`config.mk`:
```
export PLATFORM = sky130hd
export DESIGN_NAME = lru_page_replacement
export DESIGN_NICKNAME = d
export VERILOG_FILES = /design/src/rtl/core/lru_pkg.sv /design/src/rtl/core/lru_page_replacement.sv /design/src/rtl/core/lru_frame_table.sv /design/src/rtl/core/lru_stat_counters.sv
export SDC_FILE = /design/constraint.sdc
export NUM_CORES = 1
export LEC_CHECK = 0
export ABC_AREA = 1
export BUFFER_PORTS_ARGS = -buffer_cell sky130_fd_sc_hd__buf_4
export CAP_MARGIN = 40
export CORE_MARGIN = 2
export CORE_UTILIZATION = 25
export CTS_CLUSTER_SIZE = 28
export DETAILED_ROUTE_END_ITERATION = 16
export GPL_TIMING_DRIVEN = 1
export PLACE_DENSITY_LB_ADDON = 0.15
export SYNTH_ARGS = -nofsm -noshare
export SYNTH_HDL_FRONTEND = slang
export SYNTH_SLANG_ARGS = --single-unit
```
`constraint.sdc`:
```
create_clock -name clk_i -period 8.7 [get_ports clk_i]
set_input_delay 1.305 -clock clk_i [delete_from_list [all_inputs] [get_ports clk_i]]
set_output_delay 1.305 -clock clk_i [all_outputs]
set_load 0.03 [all_outputs]
```
`src/rtl/core/lru_pkg.sv`:
```
// Shared constants and types for the LRU page replacement block.
`timescale 1ns / 1ps

package lru_pkg;

  // Frame set size and significant page number bits
  localparam int unsigned Frames    = 4;
  localparam int unsigned PageBits  = 16;

  // Port widths fixed by the interface
  localparam int unsigned PageW     = 16;
  localparam int unsigned FrameOutW = 6;
  localparam int unsigned CountW    = 32;

  // Derived widths
  localparam int unsigned FrameIdxW = (Frames > 1) ? $clog2(Frames) : 1;
  localparam int unsigned RankW     = (Frames > 1) ? $clog2(Frames) : 1;

  typedef logic [FrameIdxW-1:0] frame_idx_t;
  typedef logic [RankW-1:0]     rank_t;
  typedef logic [PageBits-1:0]  page_t;
  typedef logic [CountW-1:0]    count_t;

  // Outcome of one lookup against the frame table
  typedef struct packed {
    logic       hit;
    logic       evict;
    frame_idx_t frame;
    page_t      evicted_page;
  } lru_access_t;

endpackage

```
`src/rtl/core/lru_page_replacement.sv`:
```
// Path: an accepted input beat is held in the input register, then its result in the result register.
// One page reference per cycle while out_ready_i does not stall the result register; the frame table lookup
// is combinational and its LRU update is registered, so back-to-back references see the updated table.
// Reset (rst_ni low, async): all frames empty, ranks at least recent, counters zero,
// both pipeline registers empty.
`timescale 1ns / 1ps

module lru_page_replacement (
  input  logic                           clk_i,
  input  logic                           rst_ni,
  input  logic                           in_valid_i,
  output logic                           in_ready_o,
  input  logic [lru_pkg::PageW-1:0]      page_i,
  output logic                           out_valid_o,
  input  logic                           out_ready_i,
  output logic                           hit_o,
  output logic [lru_pkg::FrameOutW-1:0]  frame_index_o,
  output logic                           evicted_valid_o,
  output logic [lru_pkg::PageW-1:0]      evicted_page_o,
  output logic [lru_pkg::CountW-1:0]     fault_count_o,
  output logic [lru_pkg::CountW-1:0]     replace_count_o
);
  import lru_pkg::*;

  logic        s1_valid_q;
  page_t       s1_page_q;
  logic        advance;
  lru_access_t access;
  count_t      fault_next;
  count_t      repl_next;

  logic                 out_valid_q;
  logic                 out_hit_q;
  logic [FrameOutW-1:0] out_frame_q;
  logic                 out_evict_q;
  logic [PageW-1:0]     out_evpage_q;
  count_t               out_fault_q;
  count_t               out_repl_q;

  // Stage 1 moves into the result register when that register is free or drained
  assign advance    = s1_valid_q && (!out_valid_q || out_ready_i);
  assign in_ready_o = !s1_valid_q || advance;

  // Input register
  always_ff @(posedge clk_i or negedge rst_ni) begin
    if (!rst_ni) begin
      s1_valid_q <= 1'b0;
    end else if (in_ready_o) begin
      s1_valid_q <= in_valid_i;
    end
  end

  always_ff @(posedge clk_i) begin
    if (in_valid_i && in_ready_o) begin
      s1_page_q <= page_i[PageBits-1:0];
    end
  end

  lru_frame_table u_table (
    .clk_i    (clk_i),
    .rst_ni   (rst_ni),
    .upd_i    (advance),
    .page_i   (s1_page_q),
    .access_o (access)
  );

  lru_stat_counters u_counters (
    .clk_i          (clk_i),
    .rst_ni         (rst_ni),
    .upd_i          (advance),
    .fault_i        (!access.hit),
    .replace_i      (access.evict),
    .fault_next_o   (fault_next),
    .replace_next_o (repl_next)
  );

  // Result register
  always_ff @(posedge clk_i or negedge rst_ni) begin
    if (!rst_ni) begin
      out_valid_q <= 1'b0;
    end else if (advance) begin
      out_valid_q <= 1'b1;
    end else if (out_ready_i) begin
      out_valid_q <= 1'b0;
    end
  end

  always_ff @(posedge clk_i) begin
    if (advance) begin
      out_hit_q    <= access.hit;
      out_frame_q  <= FrameOutW'(access.frame);
      out_evict_q  <= access.evict;
      out_evpage_q <= PageW'(access.evicted_page);
      out_fault_q  <= fault_next;
      out_repl_q   <= repl_next;
    end
  end

  assign out_valid_o     = out_valid_q;
  assign hit_o           = out_hit_q;
  assign frame_index_o   = out_frame_q;
  assign evicted_valid_o = out_evict_q;
  assign evicted_page_o  = out_evpage_q;
  assign fault_count_o   = out_fault_q;
  assign replace_count_o = out_repl_q;

endmodule

```
`src/rtl/core/lru_frame_table.sv`:
```
// Frame table: page tags, valid flags, recency ranks, lookup and LRU update.
`timescale 1ns / 1ps

module lru_frame_table (
  input  logic                 clk_i,
  input  logic                 rst_ni,
  input  logic                 upd_i,
  input  lru_pkg::page_t       page_i,
  output lru_pkg::lru_access_t access_o
);
  import lru_pkg::*;

  logic [Frames-1:0] valid_q, valid_d;
  page_t             page_q [Frames];
  page_t             page_d [Frames];
  rank_t             rank_q [Frames];
  rank_t             rank_d [Frames];

  logic [Frames-1:0] match;
  logic              hit;
  logic              any_empty;
  frame_idx_t        hit_idx;
  frame_idx_t        empty_idx;
  frame_idx_t        victim;
  frame_idx_t        sel;
  rank_t             old_rank;

  // Tag compare against every valid frame
  always_comb begin
    for (int j = 0; j < Frames; j++) begin
      match[j] = valid_q[j] && (page_q[j] == page_i);
    end
  end

  // Lowest-index hit and lowest-index empty frame
  always_comb begin
    hit       = 1'b0;
    hit_idx   = '0;
    any_empty = 1'b0;
    empty_idx = '0;
    for (int j = Frames - 1; j >= 0; j--) begin
      if (match[j]) begin
        hit     = 1'b1;
        hit_idx = frame_idx_t'(j);
      end
      if (!valid_q[j]) begin
        any_empty = 1'b1;
        empty_idx = frame_idx_t'(j);
      end
    end
  end

  // Victim: highest rank, ties go to the lower index
  always_comb begin
    victim = '0;
    for (int j = 1; j < Frames; j++) begin
      if (rank_q[j] > rank_q[victim]) begin
        victim = frame_idx_t'(j);
      end
    end
  end

  // Frame that holds the page after this access
  always_comb begin
    priority if (hit) begin
      sel = hit_idx;
    end else if (any_empty) begin
      sel = empty_idx;
    end else begin
      sel = victim;
    end
  end

  // An empty frame counts as least recent
  assign old_rank = valid_q[sel] ? rank_q[sel] : rank_t'(Frames - 1);

  assign access_o.hit          = hit;
  assign access_o.evict        = !hit && !any_empty;
  assign access_o.frame        = sel;
  assign access_o.evicted_page = (!hit && !any_empty) ? page_q[victim] : '0;

  // Next table state: age the more recent frames, refresh the accessed one
  always_comb begin
    valid_d = valid_q;
    for (int j = 0; j < Frames; j++) begin
      page_d[j] = page_q[j];
      rank_d[j] = rank_q[j];
    end
    if (upd_i) begin
      for (int j = 0; j < Frames; j++) begin
        if ((frame_idx_t'(j) != sel) && valid_q[j] && (rank_q[j] < old_rank)) begin
          rank_d[j] = rank_q[j] + rank_t'(1);
        end
      end
      rank_d[sel]  = '0;
      valid_d[sel] = 1'b1;
      if (!hit) begin
        page_d[sel] = page_i;
      end
    end
  end

  always_ff @(posedge clk_i or negedge rst_ni) begin
    if (!rst_ni) begin
      valid_q <= '0;
      for (int j = 0; j < Frames; j++) begin
        page_q[j] <= '0;
        rank_q[j] <= rank_t'(Frames - 1);
      end
    end else begin
      valid_q <= valid_d;
      for (int j = 0; j < Frames; j++) begin
        page_q[j] <= page_d[j];
        rank_q[j] <= rank_d[j];
      end
    end
  end

`ifndef SYNTHESIS
  // A page is resident in at most one frame
  a_single_match: assert property (@(posedge clk_i) disable iff (!rst_ni)
    $onehot0(match))
    else $error("page resident in more than one frame");

  // The accessed frame becomes most recent
  a_mru_rank: assert property (@(posedge clk_i) disable iff (!rst_ni)
    upd_i |=> (rank_q[$past(sel)] == '0))
    else $error("accessed frame not at rank zero");

  // A fault installs the new page in the chosen frame
  a_fill_page: assert property (@(posedge clk_i) disable iff (!rst_ni)
    (upd_i && !hit) |=> (page_q[$past(sel)] == $past(page_i)))
    else $error("faulting page not installed");

  // Frames never go empty once filled
  a_valid_sticky: assert property (@(posedge clk_i) disable iff (!rst_ni)
    1'b1 |=> ((valid_q & $past(valid_q)) == $past(valid_q)))
    else $error("filled frame lost its valid flag");
`endif

endmodule

```
`src/rtl/core/lru_stat_counters.sv`:
```
// Saturating fault and replacement counters.
`timescale 1ns / 1ps

module lru_stat_counters (
  input  logic            clk_i,
  input  logic            rst_ni,
  input  logic            upd_i,
  input  logic            fault_i,
  input  logic            replace_i,
  output lru_pkg::count_t fault_next_o,
  output lru_pkg::count_t replace_next_o
);
  import lru_pkg::*;

  count_t fault_q, fault_d;
  count_t repl_q, repl_d;

  // Increment on event, hold at all ones
  always_comb begin
    fault_d = fault_q;
    repl_d  = repl_q;
    if (upd_i && fault_i && (fault_q != '1)) begin
      fault_d = fault_q + count_t'(1);
    end
    if (upd_i && replace_i && (repl_q != '1)) begin
      repl_d = repl_q + count_t'(1);
    end
  end

  assign fault_next_o   = fault_d;
  assign replace_next_o = repl_d;

  always_ff @(posedge clk_i or negedge rst_ni) begin
    if (!rst_ni) begin
      fault_q <= '0;
      repl_q  <= '0;
    end else begin
      fault_q <= fault_d;
      repl_q  <= repl_d;
    end
  end

endmodule
```
==> results of run 1 <==
-- through the flow --
step,instance area [um^2],worst slack [ns],util (%)
5_1_grt,14360,2.494,30.85
3_5_place_dp,13360,3.211,28.70
2_1_floorplan,11810,2.656,-
6_report,14360,3.155,30.85
3_3_place_gp,13260,2.389,28.47
4_1_cts,14360,3.160,30.85
-- sequential cells by signal (all words and copies together) (netlist names) --
register and cells:
u_table.valid_q 4, evicted_page_o 16, fault_count_o 32, s1_page_q 16, s1_valid_q 1, u_table.rank_q 8
out_valid_o 1, u_counters.fault_q 32, hit_o 1, u_table.page_q 64, evicted_valid_o 1, frame_index_o 2
replace_count_o 32, u_counters.repl_q 32
-- final cells by class --
cell class	count	area, um^2
tap	607	759.5
clock inverter	17	183.9
clock buffer	39	814.5
fill	4916	32190
multi-input combinational	895	4431
timing repair buffer	116	937.1
inverter	177	669.4
sequential	242	6566
-- metal layers --
metal  vias to the layer above  global-route usage [%]
met3                        41                   2.284
met1                      4378                   20.92
met2                       194                   21.32
met4                         0                   3.334
met5                         -                       0
li1                       4577                       -
-- cell usage after synthesis (2+ instances only) --
library cell,n
and3_1,3
nand3b_1,5
nor2_2,6
nand4_1,27
inv_2,21
nor4_1,6
nor2_1,101
buf_2,7
nor2_4,3
nand3_1,50
nor3b_1,2
clkbuf_1,16
xnor2_1,23
dfstp_2,8
nor3_4,3
dfrtp_1,134
or2_1,3
inv_1,155
o21ai_1,54
nand4_2,2
xor2_1,41
nand2_2,7
o211ai_1,20
a21oi_1,35
nand2_1,415
ha_1,9
buf_4,6
o21ai_0,35
o21bai_1,5
nor3_1,23
edfxtp_1,100
nand4_4,2
nand3_2,3
-- worst paths after layout --
| kind | start | endpoint | slack [ns] | cells after the start |
|---|---|---|---|---|
| setup / recovery | u_table.rank_q[5]$_DFFE_PN1P_ | u_table.page_q[0]$_DFFE_PN0P_ | 3.16 | 28 |
| hold / removal | u_counters.repl_q[16]$_DFF_PN0_ | u_counters.repl_q[16]$_DFF_PN0_ | 0.49 | 1 |
| setup reg to reg | u_table.rank_q[5]$_DFFE_PN1P_ | u_table.page_q[0]$_DFFE_PN0P_ | 3.16 | 28 |
| hold reg to reg | u_counters.repl_q[16]$_DFF_PN0_ | u_counters.repl_q[16]$_DFF_PN0_ | 0.49 | 1 |
| max in group asynchronous | rst_ni | u_table.rank_q[5]$_DFFE_PN1P_ | 6.66 | 3 |
| min in group asynchronous | rst_ni | u_table.page_q[29]$_DFFE_PN0P_ | 0.77 | 1 |
-- worst max-delay path, delay by kind of cell (launching register included) --
kind	cells	cell delay, ns
adder cells (fa/ha/maj)	3	0.91
flip-flops	1	0.57
AND/OR/NAND/NOR	8	1.13
AO/OA/AOI/OAI	9	1.77
buffers and inverters	8	1.02
-- logic make-up after synthesis --
| family | Yosys count |
|---|---|
| AND/OR/NAND/NOR | 666 |
| flip-flops | 242 |
| buffers and inverters | 207 |
| AO/OA/AOI/OAI | 151 |
| XOR/XNOR | 64 |
| adder cells (fa/ha/maj) | 9 |
| other | 1 |
| multiplexers | 1 |
==> metrics.log, run 1 <==
[metrics] post-route antenna net violation count: 0
[metrics] maximum level of the CTS H-tree: 1
[metrics] sinks on the clock net: 242
[metrics] CTS tree: yes
[metrics] number of antenna violations at the first check in global routing: 0
[metrics] share of the yosys chip area belonging to registers: 55.64%
[metrics] cell types with the largest area share after synthesis: dfrtp_1, edfxtp_1, nand2_1, inv_1, nor2_1
[metrics] buffer cell driving the clock tree root: clkbuf_16
[metrics] proportion of layout cells with a drive suffix above 1: 15.21%
[metrics] HPWL reported at the end of detailed placement: 25,540 um
[metrics] hold-fix buffer count after cts: 0
[metrics] placer's final routability congestion estimate: 0.8586
[metrics] kind of critical path: register to register
[metrics] maximum net fanout on the critical path: 30
[metrics] num ports: 110
[metrics] Synth Area in Adders: 0.9542%
[metrics] core footprint: 0.04656 mm^2
[metrics] Tot GR Track Use: 14.09%
[metrics] floorplan row count: 79
[metrics] vias in the first global route: 9,295
[metrics] total instance count after detailed placement: 2,037
[metrics] main combinational cell family by area after synthesis: simple AND/OR/NAND/NOR gates
[metrics] total length of routed met2 wires: 14,700 um
[metrics] vias per cell: 4.391
[metrics] worst-path cell with the longest stage delay: o21ai_2
[metrics] endpoint class of the critical path: register
[metrics] number of endpoints with negative hold slack in the final report: 0
[metrics] Post-Syn Instances: 1,341
[metrics] total inserted antenna cells: 0
[metrics] chip width: 221.3 um
[metrics] post-synthesis xor/xnor area fraction: 4.750%
[metrics] total overflow reported by the global router: 0
[metrics] CTS Buf Count: 30
[metrics] largest net degree at the start of global routing: 70
[metrics] Synth top area share: 28.41%
[metrics] count of synthesis-stage warnings from yosys: 0
[metrics] data required time of the worst path: 9.13 ns
[metrics] result of the run: finished, final reports clean
[metrics] cell area after synthesis: 0.01180 mm^2
[metrics] Synth cell types: 44
[metrics] unrepaired setup endpoints after global routing: no
[metrics] most frequent standard cell in the layout excluding fill and tap cells: nand2_1
[metrics] Final min period: 5.545 ns
[metrics] number of pins with negative max-slew slack in the final report: 0
[metrics] final routed DRC violation total: 0
[metrics] EDFF count, synth: 100
[metrics] Area growth, synth to finish: 21.69%
[metrics] clock insertion delay at the later pin of the skew report: 0.58 ns
[metrics] Hold Path Class: register to register
[metrics] wire length on met3: 1713 um
[metrics] initial cell density of the core: 25.35%
[metrics] proportion of synthesized flip-flops having asynchronous set or reset: 58.68%
[metrics] Post-Synthesis Mean Instance Area: 8.800 um^2
[metrics] clock transition at the registers of the reported paths: 0.06 ns
[metrics] die outline height: 221.3 um
[metrics] most frequent cells in the layout: nand2_1, inv_1, dfrtp_1, buf_4
[metrics] prevailing post-synth register cell: dfrtp_1
[metrics] per-cell routed wire length: 16.38 um
[metrics] max incr delay on CP: 0.60 ns
[metrics] Setup Fix Bufs, Post-CTS: 0
[metrics] maximum capacitance violations: 0
[metrics] Synth Area in Compound Gates: 6.976%
[metrics] flops & latches, synth: 242
[metrics] ratio of final minimum period to clock period: 63.73%
[metrics] met1 routed wirelength after detailed routing: 17,270 um
[metrics] share of cell area taken by muxes after synthesis: 0.09542%
[metrics] final setup violation count: 0
[metrics] number of search-and-repair iterations in the first detailed-routing pass: 5
[metrics] WL final: 34,290 um
[metrics] wire length of the first global-routing pass: 54,440 um
[metrics] library cell occupying the most area in the post-synthesis netlist: dfrtp_1
[metrics] post-cts repair resize count: 0
[metrics] worst hold slack: 0.4859 ns
[metrics] number of buffers inserted by port buffering: 105
[metrics] maximum buffer depth of the clock tree: 3
[metrics] peak clock frequency supported by timing: 0.1804 GHz
[metrics] final net count: 1,491
[metrics] uppermost metal layer occupied by signal nets: met4
[metrics] sum of negative setup slack: 0 ns
[metrics] number of violations reported at the end of detailed-routing iteration 0: 620
[metrics] worst rel slew slack: 49.73%
[metrics] cell type with the highest occurrence count on the critical path: inv_1
[metrics] Simple-Gate Fraction of Synth Area: 24.62%
[metrics] slew at the pin closest to its max-slew limit: 0.7540 ns
[metrics] crit path DAT: 5.97 ns
[metrics] count of non-filler cells in the finished layout: 2,093
[metrics] count of vias placed by the detailed router: 9,190
[metrics] Final Skew: 0.02007 ns
[metrics] startpoint kind of the worst setup timing path: register
[metrics] die area: 0.04896 mm^2
Power of run 1 is not shown: default switching activity piles up to over one toggle a cycle in this logic, so the estimate is an artifact.
==> run 2, diff against run 1 <==
Settings changed: ABC_AREA 1 to 0.
Clock period 8.7 ns to 5.6 ns, I/O delays scaled along.
==> run 2 against run 1 <==
Synthesized area shrank 6.9%; hold slack got worse by 0.28 ns; final cell count down 25%; synthesized cell count is 36% lower; clock skew decreased by 0.011 ns; critical endpoint is now u_table.page_q[23]$_DFFE_PN0P_.
==> metrics.log, run 2 <==
[metrics] result of the run: finished, final reports clean
[metrics] number of endpoints with negative hold slack in the final report: 0 (unchanged)
[metrics] clock transition at the registers of the reported paths: 0.06 ns (about the same)
[metrics] count of non-filler cells in the finished layout: 1,570 (-25%)
[metrics] slew at the pin closest to its max-slew limit: 0.8292 ns (+0.07524 ns)
[metrics] Power Density: 718.2 mW/mm^2
[metrics] Synth cell types: 62 (+41%)
[metrics] register-to-register path setup slack: 0.67 ns (-2.48 ns)
[metrics] maximum capacitance violations: 0 (unchanged)
[metrics] wire length of the first global-routing pass: 41,630 um (-24%)
[metrics] HPWL reported at the end of detailed placement: 19,080 um (-25%)
[metrics] leading post-synthesis cells by instance count: dfrtp_1, edfxtp_1, xnor2_1
[metrics] number of search-and-repair iterations in the first detailed-routing pass: 4 (-1)
[metrics] buffer cell driving the clock tree root: clkbuf_16
[metrics] standard cell area after detailed placement: 0.01240 mm^2 (-7.2%)
[metrics] sum of negative setup slack: 0 ns (unchanged)
[metrics] Post-Synthesis Mean Instance Area: 12.84 um^2 (+46%)
[metrics] launch point of the worst reg-to-reg path: u_table.rank_q[5]$_DFFE_PN1P_
[metrics] worst flop-to-flop path endpoint: u_table.page_q[23]$_DFFE_PN0P_
[metrics] num ports: 110 (unchanged)
[metrics] worst vdd rail ir drop: 396.2 uV
[metrics] hold-fix buffer count after cts: 0 (unchanged)
[metrics] count of vias placed by the detailed router: 6,742 (-27%)
[metrics] core footprint: 0.04317 mm^2 (-7.3%)
[metrics] initial cell density of the core: 25.44% (+0.089 points)
[metrics] Area growth, synth to finish: 22.25%
[metrics] count of synthesis-stage warnings from yosys: 0 (unchanged)
[metrics] kind of critical path: register to register
[metrics] peak clock frequency supported by timing: 0.2029 GHz (+13%)
[metrics] total inserted antenna cells: 0 (unchanged)
[metrics] number of violations reported at the end of detailed-routing iteration 0: 359 (-42%)
[metrics] Synth top area share: 30.53% (+2.1 points)
[metrics] most frequent standard cell in the layout excluding fill and tap cells: dfrtp_1
[metrics] final net count: 992 (-33%)
[metrics] placer's final routability congestion estimate: 0.7555 (-12%)
[metrics] number of buffers inserted by port buffering: 105 (unchanged)
[metrics] logic depth of the worst register-to-register path: 18 (-36%)
[metrics] Final min period: 4.928 ns (-0.6163 ns)
[metrics] total non-filler cell area in the finished layout: 0.01343 mm^2 (-6.5%)
[metrics] Tot GR Track Use: 11.90% (-2.2 points)
[metrics] cell area after synthesis: 0.01098 mm^2 (-6.9%)
[metrics] maximum buffer depth of the clock tree: 3 (unchanged)
[metrics] crit path DAT: 5.35 ns (-0.62 ns)
[metrics] proportion of synthesized flip-flops having asynchronous set or reset: 58.68% (unchanged)
[metrics] maximum level of the CTS H-tree: 1 (unchanged)
[metrics] most frequent cells in the layout: dfrtp_1, buf_4, edfxtp_1, xnor2_1, nor2_1
[metrics] final routed DRC violation total: 0 (unchanged)
[metrics] data required time of the worst path: 6.03 ns (-3.10 ns)
[metrics] post-cts repair resize count: 0 (unchanged)
[metrics] Setup Fix Bufs, Post-CTS: 0 (unchanged)
[metrics] final setup violation count: 0 (unchanged)
[metrics] startpoint kind of the worst setup timing path: register
[metrics] die outline height: 213.6 um (-3.5%)
[metrics] number of antenna violations at the first check in global routing: 0 (unchanged)
[metrics] die area: 0.04562 mm^2 (-6.8%)
[metrics] proportion of layout cells with a drive suffix above 1: 24.87% (+9.7 points)
[metrics] library cell occupying the most area in the post-synthesis netlist: dfrtp_1
[metrics] WL final: 26,880 um (-22%)
[metrics] chip width: 213.6 um (-3.5%)
[metrics] largest net degree at the start of global routing: 55 (-21%)
[metrics] number of pins with negative max-slew slack in the final report: 0 (unchanged)
[metrics] sinks on the clock net: 242 (unchanged)
[metrics] most repeated cell in the gate-level netlist after synthesis: dfrtp_1
[metrics] prevailing post-synth register cell: dfrtp_1
[metrics] ratio of final minimum period to clock period: 88.01% (+24 points)
[metrics] cell types with the largest area share after synthesis: dfrtp_1, edfxtp_1, xnor2_1, mux2_2, xor2_1
[metrics] endpoint class of the critical path: register
[metrics] Hold Path Class: primary input to asynchronous set/reset pin
[metrics] clock insertion delay at the later pin of the skew report: 0.55 ns (-0.03 ns)
[metrics] per-cell routed wire length: 17.12 um (+4.5%)
[metrics] CTS tree: yes
[metrics] total instance count after detailed placement: 1,517 (-26%)
[metrics] vias in the first global route: 6,968 (-25%)
[metrics] EDFF count, synth: 100 (unchanged)
[metrics] flops & latches, synth: 242 (unchanged)
[metrics] Final Skew: 0.008824 ns (-0.01124 ns)
[metrics] maximum net fanout on the critical path: 16 (-47%)
[metrics] vias per cell: 4.294 (-2.2%)
[metrics] post-route antenna net violation count: 0 (unchanged)
[metrics] static leakage: 5.385 nW
[metrics] CTS Buf Count: 29 (-3.3%)
[metrics] flip-flop count of the largest register after layout: 64 (unchanged)
[metrics] total overflow reported by the global router: 0 (unchanged)
[metrics] sum of internal, switching and leakage power: 9.643 mW
[metrics] Post-Syn Instances: 855 (-36%)
[metrics] unrepaired setup endpoints after global routing: no
[metrics] share of the yosys chip area belonging to registers: 59.79% (+4.2 points)
[metrics] floorplan row count: 76 (-3.8%)
[metrics] worst hold slack: 0.2084 ns (-0.2775 ns)
[metrics] register containing the most flip-flops in the final layout: u_table.page_q
[metrics] worst rel slew slack: 44.72% (-5.0 points)
run 2: cell families (layout without fill, tap and decap cells):
family | Yosys count | after routing | share of synthesized area (%)
compound gates | 70 | 70 | 4.352
flops | 242 | 242 | 59.79
buf+inv | 64 | 191 | 3.247
other cells | 1 | 4 | 0.03415
fa+ha+maj | 9 | 9 | 1.025
xor+xnor | 127 | 127 | 10.13
mux | 88 | 88 | 8.966
simple gates | 254 | 254 | 12.45
run 2: routing by layer:
metal / part of all wire [%] / up-vias / track usage [%]
li1: - / 3271 / -
met1: 48 / 3302 / 16.74
met2: 45 / 138 / 19.10
met3: 4.7 / 31 / 2.006
met4: 1.5 / 0 / 2.826
met5: 0 / - / 0
run 2: cell type report:
| class | instances | area (um^2) |
|---|---|---|
| clock inverters | 13 | 241.5 |
| clock buffers | 40 | 787.0 |
| multi-input cells | 552 | 4080 |
| flip-flops and latches | 242 | 6566 |
| fillers | 4362 | 29750 |
| well taps | 585 | 732.0 |
| repair buffers | 119 | 944.7 |
| inverters | 19 | 73.82 |
run 2: worst max-delay path, stage by stage, from the launching register on:
cell and delay, ns:
dfstp_2 0.57, inv_1 0.07, ha_1 0.32, nor2_1 0.12, o22ai_2 0.10, o21ai_0 0.24
ha_1 0.28, nand2_1 0.09, o21a_1 0.23, a21oi_1 0.10, ha_1 0.29, nor2b_1 0.17
o21ai_0 0.13, a41oi_1 0.27, o21ba_1 0.70, and2_1 0.32, nor2b_1 0.16, buf_4 0.28
mux2_2 0.36
run 2: metrics by stage:
| stage | utilization [%] | setup slack, ns |
|---|---|---|
| 2_1_floorplan | - | 0.8682 |
| 3_3_place_gp | 28.55 | 0.7544 |
| 3_5_place_dp | 28.72 | 0.6613 |
| 4_1_cts | 31.10 | 0.6330 |
| 5_1_grt | 31.10 | 0.2102 |
| 6_report | 31.10 | 0.6717 |
run 2: worst max-delay path by stage:
stage,cells after the start,startpoint,to
finish,18,u_table.rank_q[5]$_DFFE_PN1P_,u_table.page_q[23]$_DFFE_PN0P_
detailed placement,19,u_table.rank_q[5]$_DFFE_PN1P_,u_table.rank_q[1]$_DFFE_PN1P_
CTS,19,u_table.rank_q[5]$_DFFE_PN1P_,u_table.rank_q[2]$_DFFE_PN1P_
global route,19,u_table.rank_q[5]$_DFFE_PN1P_,u_table.rank_q[4]$_DFFE_PN1P_
global placement,19,u_table.rank_q[5]$_DFFE_PN1P_,u_table.rank_q[2]$_DFFE_PN1P_
floorplan,21,u_table.rank_q[5]$_DFFE_PN1P_,u_table.page_q[53]$_DFFE_PN0P_
run 2: power breakdown:
| group | total, mW | leakage (nW) | internal (mW) | switching (mW) |
|---|---|---|---|---|
| combinational | 4.69 | 2.15 | 1.98 | 2.71 |
| sequential | 2.91 | 2.74 | 2.51 | 0.399 |
| clock | 2.05 | 0.499 | 1.30 | 0.749 |
No activity file was read; power rests on OpenSTA's default activity.
